**src/sv/rcw_pkg.sv**
```systemverilog
// Shared types and constants of the raycast wall column shader.
// No dependencies; used by the top level and rcw_post.
package rcw_pkg;

  localparam int unsigned DIST_FRAC_BITS = 8;
  localparam int unsigned DIV_STAGES     = 4;

  localparam logic [11:0] SCREEN_HEIGHT_RST = 12'd480;
  localparam logic [15:0] VIEW_DISTANCE_RST = 16'd3584;

  // 0.2 and 0.8 in Q0.16
  localparam logic [15:0] BRIGHT_MIN  = 16'd13107;
  localparam logic [15:0] BRIGHT_SPAN = 16'd52429;

  typedef enum logic [0:0] {
    REG_SCREEN_HEIGHT = 1'b0,
    REG_VIEW_DISTANCE = 1'b1
  } cfg_reg_e;

  // Per-beat sideband that travels alongside the dividers
  typedef struct packed {
    logic        draw;
    logic        textured;
    logic [11:0] column;
    logic [23:0] base_color;
    logic [20:0] tex_u;
    logic [11:0] tex_v_top;
    logic [12:0] tex_v_bottom;
  } rcw_side_t;

endpackage

```
**src/sv/raycast_wall_column_shader.sv**
```systemverilog
// Top level of the raycast wall column shader: config registers, input stage,
// dividers and sideband line. Depends on rcw_pkg, rcw_div_pipe and rcw_post.
//
//  channel | ports                                  | handshake
//  --------+----------------------------------------+--------------------------
//  ray in  | column_i .. tex_height_i               | start_i && !busy_o
//  slice   | draw_o .. shade_color_o                | done_o, one cycle, no hold
//  config  | cfg_we_i, cfg_idx_i, cfg_data_i        | cfg_we_i
//
// One ray is taken every cycle; its slice is on the outputs while done_o is high.
// The depth is set by the input register, the two pipelined restoring dividers
// and the three back-end stages.
// busy_o stays low: nothing in the pipeline ever stalls.
// Reset clears the valid bits and loads the register defaults.
module raycast_wall_column_shader #(
  parameter int unsigned DistFracBits = rcw_pkg::DIST_FRAC_BITS,
  parameter int unsigned DivStages    = rcw_pkg::DIV_STAGES
) (
  input  logic        clk_i,
  input  logic        rst_ni,
  input  logic        start_i,
  output logic        busy_o,
  output logic        done_o,
  input  logic        cfg_we_i,
  input  logic [0:0]  cfg_idx_i,
  input  logic [15:0] cfg_data_i,
  input  logic [11:0] column_i,
  input  logic        wall_hit_i,
  input  logic [15:0] distance_i,
  input  logic        side_i,
  input  logic [15:0] hit_x_i,
  input  logic [15:0] hit_y_i,
  input  logic        textured_i,
  input  logic [23:0] base_color_i,
  input  logic [11:0] tex_left_i,
  input  logic [11:0] tex_top_i,
  input  logic [11:0] tex_width_i,
  input  logic [11:0] tex_height_i,
  output logic        draw_o,
  output logic [11:0] out_column_o,
  output logic signed [15:0] y_top_o,
  output logic [15:0] y_bottom_o,
  output logic [20:0] tex_u_o,
  output logic [11:0] tex_v_top_o,
  output logic [12:0] tex_v_bottom_o,
  output logic [23:0] shade_color_o
);
  import rcw_pkg::*;

  localparam int unsigned HW = 12 + DistFracBits;
  localparam logic [16:0] One = 17'(1) << DistFracBits;

  // config registers
  logic [11:0] sh_q;
  logic [15:0] vd_q;

  always_ff @(posedge clk_i or negedge rst_ni) begin
    if (!rst_ni) begin
      sh_q <= SCREEN_HEIGHT_RST;
      vd_q <= VIEW_DISTANCE_RST;
    end else if (cfg_we_i) begin
      priority if (cfg_idx_i == REG_SCREEN_HEIGHT) begin
        sh_q <= cfg_data_i[11:0];
      end else if (cfg_idx_i == REG_VIEW_DISTANCE) begin
        vd_q <= cfg_data_i;
      end
    end
  end

  // input stage
  logic        in_v_q;
  logic [11:0] col_q, tl_q, tt_q, tw_q, th_q;
  logic        hit_q, side_q, tex_q;
  logic [15:0] d_q, hx_q, hy_q;
  logic [23:0] base_q;

  always_ff @(posedge clk_i or negedge rst_ni) begin
    if (!rst_ni) begin
      in_v_q <= 1'b0;
    end else begin
      in_v_q <= start_i && !busy_o;
    end
  end

  always_ff @(posedge clk_i) begin
    col_q  <= column_i;
    hit_q  <= wall_hit_i;
    d_q    <= distance_i;
    side_q <= side_i;
    hx_q   <= hit_x_i;
    hy_q   <= hit_y_i;
    tex_q  <= textured_i;
    base_q <= base_color_i;
    tl_q   <= tex_left_i;
    tt_q   <= tex_top_i;
    tw_q   <= tex_width_i;
    th_q   <= tex_height_i;
  end

  // culling, texture u and the sideband beat
  logic                    draw;
  logic [15:0]             hit;
  logic [DistFracBits+11:0] prod;
  logic [20:0]             pu, u;
  logic [16:0]             vdm;
  rcw_side_t               side_d;

  assign draw = hit_q && (d_q != 16'd0) && (d_q < vd_q);
  assign hit  = side_q ? hx_q : hy_q;
  assign prod = (DistFracBits + 12)'(hit[DistFracBits-1:0]) * (DistFracBits + 12)'(tw_q);

  if (DistFracBits >= 8) begin : g_shr
    assign pu = 21'(prod >> (DistFracBits - 8));
  end else begin : g_shl
    assign pu = 21'(prod) << (8 - DistFracBits);
  end

  assign u   = 21'({tl_q, 8'h00}) + pu;
  assign vdm = (17'(vd_q) > One) ? 17'(vd_q) : One;

  always_comb begin
    side_d            = '0;
    side_d.draw       = draw;
    side_d.textured   = tex_q;
    side_d.column     = col_q;
    side_d.base_color = base_q;
    if (draw && tex_q) begin
      side_d.tex_u        = u;
      side_d.tex_v_top    = tt_q;
      side_d.tex_v_bottom = 13'(tt_q) + 13'(th_q);
    end
  end

  // dividers: wall height and normalised distance
  logic [HW-1:0] hq;
  logic [15:0]   nq;

  rcw_div_pipe #(.NB(HW), .DW(16), .STAGES(DivStages)) u_div_h (
    .clk_i (clk_i),
    .rem_i (16'd0),
    .num_i (HW'(sh_q) << DistFracBits),
    .den_i (d_q),
    .quo_o (hq)
  );

  // d < vdm on every drawn beat, so the quotient fits 16 bits
  rcw_div_pipe #(.NB(16), .DW(17), .STAGES(DivStages)) u_div_n (
    .clk_i (clk_i),
    .rem_i ({1'b0, d_q}),
    .num_i (16'd0),
    .den_i (vdm),
    .quo_o (nq)
  );

  // sideband line, aligned with the divider stages
  logic      sv_q [DivStages];
  rcw_side_t sd_q [DivStages];

  always_ff @(posedge clk_i or negedge rst_ni) begin
    if (!rst_ni) begin
      for (int i = 0; i < DivStages; i++) sv_q[i] <= 1'b0;
    end else begin
      sv_q[0] <= in_v_q;
      for (int i = 1; i < DivStages; i++) sv_q[i] <= sv_q[i-1];
    end
  end

  always_ff @(posedge clk_i) begin
    sd_q[0] <= side_d;
    for (int i = 1; i < DivStages; i++) sd_q[i] <= sd_q[i-1];
  end

  rcw_post #(.HW(HW)) u_post (
    .clk_i           (clk_i),
    .rst_ni          (rst_ni),
    .valid_i         (sv_q[DivStages-1]),
    .side_i          (sd_q[DivStages-1]),
    .hq_i            (hq),
    .nq_i            (nq),
    .screen_height_i (sh_q),
    .valid_o         (done_o),
    .draw_o          (draw_o),
    .out_column_o    (out_column_o),
    .y_top_o         (y_top_o),
    .y_bottom_o      (y_bottom_o),
    .tex_u_o         (tex_u_o),
    .tex_v_top_o     (tex_v_top_o),
    .tex_v_bottom_o  (tex_v_bottom_o),
    .shade_color_o   (shade_color_o)
  );

  assign busy_o = 1'b0;

  // culled beats carry nothing but the column
  assert property (@(posedge clk_i) disable iff (!rst_ni)
    done_o && !draw_o |-> y_top_o == 16'sd0 && y_bottom_o == 16'd0 &&
                          tex_u_o == 21'd0 && shade_color_o == 24'd0)
    else $error("culled slice carries payload");

  // a drawn slice never ends above its top row
  assert property (@(posedge clk_i) disable iff (!rst_ni)
    done_o && draw_o |-> $signed({1'b0, y_bottom_o}) >= $signed({y_top_o[15], y_top_o}))
    else $error("slice bottom above top");

  // a culled slice has no texture span
  assert property (@(posedge clk_i) disable iff (!rst_ni)
    done_o && tex_v_bottom_o != 13'd0 |-> draw_o)
    else $error("texture span on culled slice");

endmodule

```
**src/sv/rcw_div_pipe.sv**
```systemverilog
// Pipelined restoring divider, a few quotient bits per register stage.
// Depends on nothing but its parameters; requires rem_i < den_i.
module rcw_div_pipe #(
  parameter int unsigned NB     = 20,
  parameter int unsigned DW     = 16,
  parameter int unsigned STAGES = 4
) (
  input  logic          clk_i,
  input  logic [DW-1:0] rem_i,
  input  logic [NB-1:0] num_i,
  input  logic [DW-1:0] den_i,
  output logic [NB-1:0] quo_o
);

  localparam int unsigned Sps = (NB + STAGES - 1) / STAGES;

  logic [DW-1:0] rem_q [STAGES];
  logic [NB-1:0] num_q [STAGES];
  logic [NB-1:0] quo_q [STAGES];
  logic [DW-1:0] den_q [STAGES];

  for (genvar s = 0; s < STAGES; s++) begin : g_stage
    logic [DW-1:0] rem_in, rem_d;
    logic [NB-1:0] num_in, quo_in, quo_d;
    logic [DW-1:0] den_in;

    if (s == 0) begin : g_first
      assign rem_in = rem_i;
      assign num_in = num_i;
      assign quo_in = '0;
      assign den_in = den_i;
    end else begin : g_next
      assign rem_in = rem_q[s-1];
      assign num_in = num_q[s-1];
      assign quo_in = quo_q[s-1];
      assign den_in = den_q[s-1];
    end

    always_comb begin
      logic [DW:0] t;
      rem_d = rem_in;
      quo_d = quo_in;
      for (int k = 0; k < Sps; k++) begin
        if (s * Sps + k < NB) begin
          t = {rem_d, num_in[NB - 1 - (s * Sps + k)]};
          if (t >= {1'b0, den_in}) begin
            t = t - {1'b0, den_in};
            quo_d = {quo_d[NB-2:0], 1'b1};
          end else begin
            quo_d = {quo_d[NB-2:0], 1'b0};
          end
          rem_d = t[DW-1:0];
        end
      end
    end

    always_ff @(posedge clk_i) begin
      rem_q[s] <= rem_d;
      num_q[s] <= num_in;
      quo_q[s] <= quo_d;
      den_q[s] <= den_in;
    end
  end

  assign quo_o = quo_q[STAGES-1];

endmodule

```
**src/sv/rcw_post.sv**
```systemverilog
// Back end: wall rows, fog brightness and colour scaling in three stages.
// Depends on rcw_pkg; fed by the two dividers of the top level.
module rcw_post #(
  parameter int unsigned HW = 20
) (
  input  logic              clk_i,
  input  logic              rst_ni,
  input  logic              valid_i,
  input  rcw_pkg::rcw_side_t side_i,
  input  logic [HW-1:0]     hq_i,
  input  logic [15:0]       nq_i,
  input  logic [11:0]       screen_height_i,
  output logic              valid_o,
  output logic              draw_o,
  output logic [11:0]       out_column_o,
  output logic signed [15:0] y_top_o,
  output logic [15:0]       y_bottom_o,
  output logic [20:0]       tex_u_o,
  output logic [11:0]       tex_v_top_o,
  output logic [12:0]       tex_v_bottom_o,
  output logic [23:0]       shade_color_o
);
  import rcw_pkg::*;

  // stage 1: saturate height, square the fog term
  logic        v1_q, v2_q, v3_q;
  rcw_side_t   s1_q, s2_q;
  logic [15:0] h1_d, h1_q;
  logic [16:0] fog;
  logic [33:0] fog_sq;
  logic [16:0] f2_q;

  assign h1_d   = (hq_i > HW'(16'hFFFF)) ? 16'hFFFF : hq_i[15:0];
  assign fog    = 17'h10000 - {1'b0, nq_i};
  assign fog_sq = 34'(fog) * 34'(fog);

  // stage 2: brightness and rows
  logic [32:0]        span_p;
  logic [16:0]        b_sum;
  logic [15:0]        b_d, b_q;
  logic signed [16:0] diff, diff_adj;
  logic [16:0]        bot_sum;
  logic signed [15:0] top_q;
  logic [15:0]        bot_q;

  assign span_p   = 33'(BRIGHT_SPAN) * 33'(f2_q);
  assign b_sum    = 17'(BRIGHT_MIN) + 17'(span_p[32:16]);
  assign b_d      = b_sum[16] ? 16'hFFFF : b_sum[15:0];
  assign diff     = $signed({5'b0, screen_height_i}) - $signed({1'b0, h1_q});
  assign diff_adj = diff + 17'(diff[16]);
  assign bot_sum  = 17'(screen_height_i) + 17'(h1_q);

  // stage 3: scale colour channels (grey for textured slices, zero when culled)
  logic [23:0] r_p, g_p, bl_p, grey_p;
  logic [23:0] shade_d;

  assign r_p    = 24'(s2_q.base_color[23:16]) * 24'(b_q);
  assign g_p    = 24'(s2_q.base_color[15:8])  * 24'(b_q);
  assign bl_p   = 24'(s2_q.base_color[7:0])   * 24'(b_q);
  assign grey_p = 24'(8'hFF) * 24'(b_q);

  always_comb begin
    if (!s2_q.draw) begin
      shade_d = '0;
    end else if (s2_q.textured) begin
      shade_d = {grey_p[23:16], grey_p[23:16], grey_p[23:16]};
    end else begin
      shade_d = {r_p[23:16], g_p[23:16], bl_p[23:16]};
    end
  end

  always_ff @(posedge clk_i or negedge rst_ni) begin
    if (!rst_ni) begin
      v1_q <= 1'b0;
      v2_q <= 1'b0;
      v3_q <= 1'b0;
    end else begin
      v1_q <= valid_i;
      v2_q <= v1_q;
      v3_q <= v2_q;
    end
  end

  always_ff @(posedge clk_i) begin
    s1_q <= side_i;
    h1_q <= h1_d;
    f2_q <= fog_sq[32:16];

    s2_q  <= s1_q;
    b_q   <= b_d;
    top_q <= s1_q.draw ? 16'(diff_adj >>> 1) : '0;
    bot_q <= s1_q.draw ? bot_sum[16:1] : '0;

    draw_o         <= s2_q.draw;
    out_column_o   <= s2_q.column;
    y_top_o        <= top_q;
    y_bottom_o     <= bot_q;
    tex_u_o        <= s2_q.tex_u;
    tex_v_top_o    <= s2_q.tex_v_top;
    tex_v_bottom_o <= s2_q.tex_v_bottom;
    shade_color_o  <= shade_d;
  end

  assign valid_o = v3_q;

endmodule
```
**config.mk**
```make
export PLATFORM = sky130hd
export DESIGN_NAME = raycast_wall_column_shader
export DESIGN_NICKNAME = d
export VERILOG_FILES = /design/src/sv/rcw_pkg.sv /design/src/sv/raycast_wall_column_shader.sv /design/src/sv/rcw_div_pipe.sv /design/src/sv/rcw_post.sv
export SDC_FILE = /design/constraint.sdc
export NUM_CORES = 2
export LEC_CHECK = 0
export BUFFER_PORTS_ARGS = -buffer_cell sky130_fd_sc_hd__clkbuf_2
export CORE_UTILIZATION = 58
export DETAILED_ROUTE_END_ITERATION = 8
export PLACE_DENSITY = 0.78
export SYNTH_ARGS = -nofsm -noshare
export SYNTH_HDL_FRONTEND = slang
export SYNTH_SLANG_ARGS = --single-unit
```
**constraint.sdc**
```tcl
create_clock -name clk_i -period 13.8 [get_ports clk_i]
set_input_delay 0.69 -clock clk_i [delete_from_list [all_inputs] [get_ports clk_i]]
set_output_delay 0.69 -clock clk_i [all_outputs]
set_load 0.02 [all_outputs]
```
==> results.sh <==
export IMPL_synthArstFlopShare_pct=3.13
export IMPL_synth_top_cell_by_area="dfxtp_1"
export IMPL_grt_overflow=0
export IMPL_hold_viol=0
export IMPL_period_needed_ns=13.05
export IMPL_cts_tree="built"
export IMPL_antenna_found_initial=6
export IMPL_clockBufferDepth=3
export IMPL_yosysWarningCount=0
export IMPL_dr_first_iter_drc_count=4552
export IMPL_relSlewSlack_pct=19.3
export IMPL_io_buffers=255
export IMPL_syn_area_sq_um=85800
export IMPL_max_stage_delay_ns=0.53
export IMPL_tightest_slew_ns=1.20
export IMPL_core_area_sq_um=146000
export IMPL_n_fill_cell=11300
export IMPL_arrival_ns=13.68
export IMPL_crit_path_end_kind="flop"
export IMPL_path_buf_inv=6
export IMPL_drc=0
export IMPL_root_buffer="clkbuf_16"
export IMPL_synth_cells=9047
export IMPL_status="finished clean"
export IMPL_firstDrtPassIters=6
export IMPL_via_per_inst=5.69
export IMPL_cts_buffers=112
export IMPL_clk_pin_slew_ns=0.06
export IMPL_die_area_sq_um=149000
export IMPL_synth_avg_cell_area_sq_um=9.48
export IMPL_ys_seq_area_share_pct=27.0
export IMPL_grt_use_total_pct=28.4
export IMPL_ctsHtreeMaxLevel=3
export IMPL_cap_viol_max_count=0
export IMPL_fin_cells=11500
export IMPL_start_util_pct=58.6
export IMPL_hpwl_mm=164
export IMPL_die_w_um=387
export IMPL_yosysTopAreaCellShare_pct=26.0
export IMPL_crit_fanout=16
export IMPL_critPathKind="flop to flop"
export IMPL_critPathRequiredTime_ns=14.44
export IMPL_ys_seq_elements=1149
export IMPL_wirelength_mm=215
export IMPL_wl_per_cell_um=18.7
export IMPL_hold_path_class="input port to flop"
export IMPL_final_setup_viol_count=0
export IMPL_finalCritPeriodShare_pct=94.5
export IMPL_final_max_slew_viol_count=0
export IMPL_fp_row_count=140
export IMPL_syn_to_final_growth_pct=10.4
export IMPL_grt_pass1_vias=66800
export IMPL_synth_flop_cell="dfxtp_1"
export IMPL_ant_nets=0
export IMPL_clock_skew_ns=0.0751
export IMPL_clock_latency_ns=0.80
export IMPL_grt_first_pass_wirelength_mm=345
export IMPL_fin_setup_tns_ns=0
export IMPL_vias=65300
export IMPL_post_place_cells=11100
export IMPL_cp_start_kind="flop"
export IMPL_fin_nets=11300
export IMPL_gp_congestion=0.936
export IMPL_synth_edf_count=0
export IMPL_rsz0062_at_grt="no"
export IMPL_timing_fmax_ghz=0.0766
export IMPL_yosysUniqueCellTypes=118
export IMPL_dieHeight_um=387
export IMPL_crit_family="compound AO/OA/AOI/OAI gates"
export IMPL_layout_drive_gt1_share_pct=10.2
export IMPL_slowest_stage="dfxtp_1"
export IMPL_cts_sinks=1149
export IMPL_io_pins=273
export IMPL_cp_common_cell="a21oi_1"
export IMPL_grt_max_degree=42
export IMPL_synthTopCellsByArea="dfxtp_1, fa_1, ha_1"
==> cells in the final DEF, fill, tap and decap left out, drive strengths merged, types with 148 or more instances in the layout <==
| cell type | Yosys | final |
|---|---|---|
| inv | 1153 | 1169 |
| dfxtp | 1113 | 1113 |
| ha | 1039 | 1039 |
| fa | 688 | 688 |
| nand2 | 684 | 684 |
| nor2 | 546 | 546 |
| a21oi | 491 | 491 |
| clkbuf | 137 | 402 |
| xnor2 | 379 | 379 |
| o21ai | 346 | 346 |
| mux2 | 311 | 311 |
| and2 | 269 | 269 |
| a21o | 182 | 182 |
| xor2 | 161 | 161 |
| nor3 | 148 | 148 |
==> cell type report <==
type / instances / area [sq um] / area share, %
diodes: 3 / 7.51 / 0.00793
inverters: 1161 / 4360 / 4.61
clock inverters: 65 / 887 / 0.937
multi-input cells: 6569 / 57500 / 60.8
clock buffers: 147 / 3070 / 3.25
flip-flops and latches: 1149 / 23200 / 24.5
repair buffers: 469 / 3180 / 3.36
well taps: 1917 / 2400 / 2.53
==> flip-flops by register name (all words and copies together) (netlist names), 17 cells and up <==
name / cells
sd_q: 336
u_post.s1_q: 84
u_post.s2_q: 84
u_div_n.rem_q: 51
u_div_h.quo_q: 50
u_div_h.den_q: 48
u_div_h.rem_q: 48
u_div_n.den_q: 48
u_div_n.quo_q: 40
base_q: 24
u_post.shade_color_o: 24
u_post.tex_u_o: 21
u_post.f2_q: 17
==> synthesized netlist by cell type, drive strengths merged (15+ instances only) <==
library cell,instances
a211o,29
a211oi,45
a21boi,39
a21o,182
a21oi,491
a221oi,17
a31o,18
a31oi,42
and2,269
and3,53
and4,18
buf,41
clkbuf,137
dfrtp,29
dfxtp,1113
fa,688
ha,1039
inv,1153
mux2,311
mux2i,33
nand2,684
nand2b,111
nand3,113
nand3b,15
nand4,76
nor2,546
nor2b,118
nor3,148
nor3b,21
nor4,39
o211ai,31
o21a,101
o21ai,346
o21bai,62
o311ai,15
o31a,21
o31ai,39
o41ai,23
or2,29
or3,54
xnor2,379
xor2,161
==> metrics by stage <==
stage / util (%) / instance area [sq um] / worst slack [ns] / hold WS [ns]
floorplan: - / 85800 / 0.990 / 0.310
finish: 64.7 / 94700 / 0.753 / 0.0634
global placement: 61.1 / 89400 / 0.891 / 0.310
CTS: 64.6 / 94500 / 0.583 / 0.00489
global route: 64.7 / 94600 / 0.0426 / 0.0200
detailed placement: 61.1 / 89400 / 0.723 / 0.312
==> metal layers <==
metal	GRT usage [%]	share of wire, %
met5	0	0.0061
met4	11.3	3.9
met3	3.68	5.4
met2	48.9	49
met1	36.0	42
==> path summary, 6_finish.rpt <==
kind / start / end / slack, ns / cells past startpoint
min in group asynchronous: rst_ni / sh_q[9]$_DFFE_PN0P_ / 0.57 / 3
worst max register to register: u_div_h.den_q[1][1]$_DFF_P_ / u_div_h.rem_q[2][8]$_DFF_P_ / 0.75 / 52
worst min register to register: sd_q[1][51]$_DFF_P_ / sd_q[2][51]$_DFF_P_ / 0.29 / 0
max in group asynchronous: rst_ni / vd_q[0]$_DFFE_PN0P_ / 12.77 / 3
worst min-delay path: base_color_i[5] / base_q[5]$_DFF_P_ / 0.06 / 1
worst max-delay path: u_div_h.den_q[1][1]$_DFF_P_ / u_div_h.rem_q[2][8]$_DFF_P_ / 0.75 / 52
==> logic make-up (layout without fill, tap and decap cells) <==
family / count (synthesis) / after routing / share of synthesized area [%]
AOI/OAI and AO/OA: 1616 / 1616 / 12.3
DFF: 1149 / 1149 / 27.0
and+or+nand+nor: 2330 / 2330 / 13.4
other: 2 / 15 / 0.00876
xor gates and xnor gates: 540 / 540 / 5.52
adders and majority gates: 1727 / 1727 / 31.2
buffers and inverters: 1339 / 1842 / 5.96
muxes: 344 / 344 / 4.63
==> timing repair <==
item | CTS | global route
hold endpoints to repair | 139 | 0
setup endpoints to repair | 0 | 48
setup buffers | 0 | 7
hold buffers | 115 | 0
resized for setup | 0 | 16
Power is left out: the tool's default activity adds up to more than one toggle a clock period on the data nets, which glitch-free logic cannot reach.
